===== src/hdl/avm_ram.sv =====
// Generic simple dual-port RAM: one write port, one registered read port.
// No dependencies.
`timescale 1ns / 1ps

module avm_ram #(
  parameter int WIDTH = 16,
  parameter int DEPTH = 256
) (
  input  logic                     clk,
  input  logic                     we,
  input  logic [$clog2(DEPTH)-1:0] waddr,
  input  logic [WIDTH-1:0]         wdata,
  input  logic [$clog2(DEPTH)-1:0] raddr,
  output logic [WIDTH-1:0]         rdata
);

  logic [WIDTH-1:0] mem [DEPTH];

  always_ff @(posedge clk) begin
    if (we) begin
      mem[waddr] <= wdata;
    end
    rdata <= mem[raddr];
  end

endmodule


===== config.mk =====
export PLATFORM = sky130hd
export DESIGN_NAME = avm_ram
export DESIGN_NICKNAME = d
export VERILOG_FILES = /design/src/hdl/avm_ram.sv
export SDC_FILE = /design/constraint.sdc
export NUM_CORES = 2
export LEC_CHECK = 0
export BUFFER_PORTS_ARGS = -buffer_cell sky130_fd_sc_hd__buf_2
export CAP_MARGIN = 10
export CORE_MARGIN = 4
export CORE_UTILIZATION = 36
export CTS_CLUSTER_DIAMETER = 40
export DETAILED_ROUTE_END_ITERATION = 10
export PLACE_DENSITY = 0.48
export SYNTH_ARGS = -nofsm -noshare
export SYNTH_HDL_FRONTEND = slang
export SYNTH_SLANG_ARGS = --single-unit

===== constraint.sdc =====
create_clock -name clk -period 2.4 [get_ports clk]
set_input_delay 0.24 -clock clk [delete_from_list [all_inputs] [get_ports clk]]
set_output_delay 0.24 -clock clk [all_outputs]
set_load 0.005 [all_outputs]

==> summary.md <==
| Metric | Value |
|---|---|
| # DRC | `0` |
| Failing checks | `negative setup slack` |
| Worst Skew | `0.0546 ns` |
| Final hold violation count | `0` |
| Area Growth Syn to Fin | `24.0%` |
| Yosys warns | `0` |
| Period utilization | `1.03` |
| Die W | `672 um` |
| Worst IR drop on VDD | `0.657 mV` |
| Post-synth top area share | `0.775` |
| Syn nets | `7,394` |
| Core area | `439,000 um2` |
| Via count | `82,100` |
| Commonest non-fill, non-tap cells in the layout | `4,096 x edfxtp_1, 797 x mux4_2, 771 x buf_4` |
| Critical Path End Type | `flip-flop` |
| Unrepaired setup endpoints after global routing | `true` |
| First DRT Iteration DRCs | `8,570` |
| Clock-pin transition on the worst setup and hold timing paths | `0.06 ns` |
| Die Height | `672 um` |
| Largest net degree at the start of global routing | `121` |
| GRT Total Usage | `0.207` |
| WL final | `475,000 um` |
| Finished Core Util | `0.449` |
| Die area | `452,000 um2` |
| Clock root cell | `clkbuf_16` |
| Worst Max-Slew Pin Slew | `0.873 ns` |
| Routed vias/inst | `5.47` |
| I/O Buffers | `49` |
| PnR worst setup slack | `-0.0605 ns` |
| Post-synth top flop | `edfxtp_1` |
| # Max-Cap Violations | `0` |
| Achievable Freq | `0.406 GHz` |
| Slew headroom | `0.403` |
| Synth Register Bits | `4,112` |
| Clock Latency Late Sink | `1.06 ns` |
| Routability cong. | `0.841` |
| CP Class | `input port to flip-flop` |
| Cell variety after synth | `52` |
| Post-DP HPWL | `300,000 um` |
| Startpoint types | `input port` |
| CTS Buffer Depth | `4` |
| Max Transition Viols Final | `0` |
| Synth Cell Area | `159,000 um2` |
| Antenna Violating Nets Remaining | `0` |
| Initial antenna violation count | `28` |
| Congestion Overflow GR | `0` |
| TritonCTS Sinks | `4,112` |
| Wire length per cell | `31.7 um` |
| Seq/Total Area, Yosys | `0.777` |
| Pwr per Cell Area | `871 nW/um2` |
| Final setup vio count | `7` |
| Synth Area per Inst | `21.6 um2` |
| Commonest non-fill, non-tap cell in the layout | `edfxtp_1` |
| Final min period | `2.46 ns` |
| Critical Path RT | `3.35 ns` |
| Ys async rst share | `0` |
| Num rows | `243` |
| Cells after synthesis | `7,360` |
| Fin Hold WS | `0.0621 ns` |
| H-tree levels | `6` |
| Starting Density | `0.362` |
| Total Nets Final | `8,688` |
| DR pass1 iterations | `5` |
| Number of flops mapped to enable cells by yosys | `4,096` |
| Cell taking the most area after synthesis | `edfxtp_1` |
| Global-route wire length before repair | `664,000 um` |
| Layout cells sized above 1 | `0.354` |
| Status | `finished, violations left` |
| Number of buffers created by CTS | `565` |
| WP data arrival | `3.41 ns` |
| CTS tree | `done` |
| Synth area leaders | `edfxtp_1 77%, mux4_2 11%, mux2i_1 3.6%` |
| Setup Total Neg Slack | `-0.188 ns` |
| Worst-path fanout max | `57` |
| Total I/O pin count | `50` |
| Vias in the first global route | `83,600` |
| Leak | `63.9 nW` |
| Worst Hold Class | `input port to flip-flop` |
## cell usage after synthesis (all sizes together) (3+ instances only)
| cell | n |
|---|---|
| mux2i | 565 |
| buf | 222 |
| mux4 | 797 |
| edfxtp | 4096 |
| or2 | 5 |
| a31oi | 6 |
| nand4 | 26 |
| nand3 | 35 |
| nand2 | 38 |
| a22oi | 43 |
| nor2b | 9 |
| a22o | 32 |
| nor2 | 304 |
| a2111oi | 6 |
| nand4b | 3 |
| clkbuf | 230 |
| a21oi | 175 |
| a211oi | 18 |
| and3 | 11 |
| mux2 | 88 |
| nor4 | 18 |
| o22ai | 148 |
| dfxtp | 16 |
| nand2b | 3 |
| o31ai | 16 |
| o21ai | 38 |
| nor3 | 92 |
| o221ai | 253 |
| inv | 4 |
| o32ai | 21 |
| a221oi | 28 |
## sequential cells by signal (all words and copies together), names as in the netlist
signal and cells:
mem 4096, rdata 16
## cell type report
cell class                 count  area (um2)
fill                       37000      242000
tap                         5880        7360
clock buffer                 634       14700
sequential                  4112      123000
timing repair buffer        1179       13200
antenna                       13        32.5
clock inverter               400        4310
inverter                       4        27.5
multi-input combinational   2792       34000
## worst paths after layout
path / end / cells after the start / slack [ns] / start
worst min-delay path: mem[209][3]$_DFFE_PP_ / 2 / 0.06 / wdata[3]
worst min register to register: rdata[0]$_DFF_P_ / 6 / 1.08 / mem[200][0]$_DFFE_PP_
worst max-delay path: rdata[11]$_DFF_P_ / 12 / -0.06 / raddr[1]
worst max register to register: rdata[6]$_DFF_P_ / 6 / -0.03 / mem[27][6]$_DFFE_PP_
## critical path, stage by stage
cell	delay, ns
buf_12	0.15
buf_12	0.17
buf_12	0.14
or2_4	0.33
buf_4	0.19
buf_12	0.19
o221ai_1	0.40
o22ai_1	0.18
buf_4	0.17
a21oi_4	0.33
nand4_1	0.41
nor4_2	0.36
## through the flow
stage / instance area (um2) / instances / setup WS (ns) / power [W]
after floorplan: 159000 / 7360 / -0.00500 / 0.0847
after global placement: 176000 / 13900 / -2.08 / 0.0896
after detailed placement: 176000 / 13900 / -2.14 / 0.0896
after CTS: 197000 / 15000 / -0.0663 / 0.173
after global routing: 197000 / 15000 / -0.0543 / 0.177
final: 197000 / 15000 / -0.0605 / 0.172
## routing by layer
layer  global-route usage  wire, um
met1                0.290    202000
met3               0.0283     28400
met5                    0        13
met4               0.0534     12300
met2                0.341    232000
## cell families (layout without fill, tap and decap cells)
logic type             after synthesis  after routing  synth area share
flip-flops                        4112           4112             0.777
buffers and inverters              456           2217            0.0169
other                                0             13                 0
AO/OA/AOI/OAI                      786            786            0.0354
AND/OR/NAND/NOR                    556            556            0.0157
multiplexers                      1450           1450             0.155
## report_power, final
group / total [W] / leakage, nW / switching, W / internal, W
clock: 0.0831 / 9.07 / 0.0325 / 0.0506
sequential: 0.0794 / 36.9 / 0.000186 / 0.0792
combinational: 0.00899 / 17.9 / 0.00546 / 0.00353
total: 0.172 / 63.9 / 0.0382 / 0.133
## timing repair
item / in CTS / in global routing
hold buffers: 28 / 0
buffers inserted: 4 / 1
resized for setup: 119 / 44
pin swaps: 32 / 20
endpoints found under the hold margin: 3545 / 0
gates cloned: 3 / 1
endpoints found under the setup margin: 16 / 27
No activity file was read; power rests on OpenSTA's default activity.
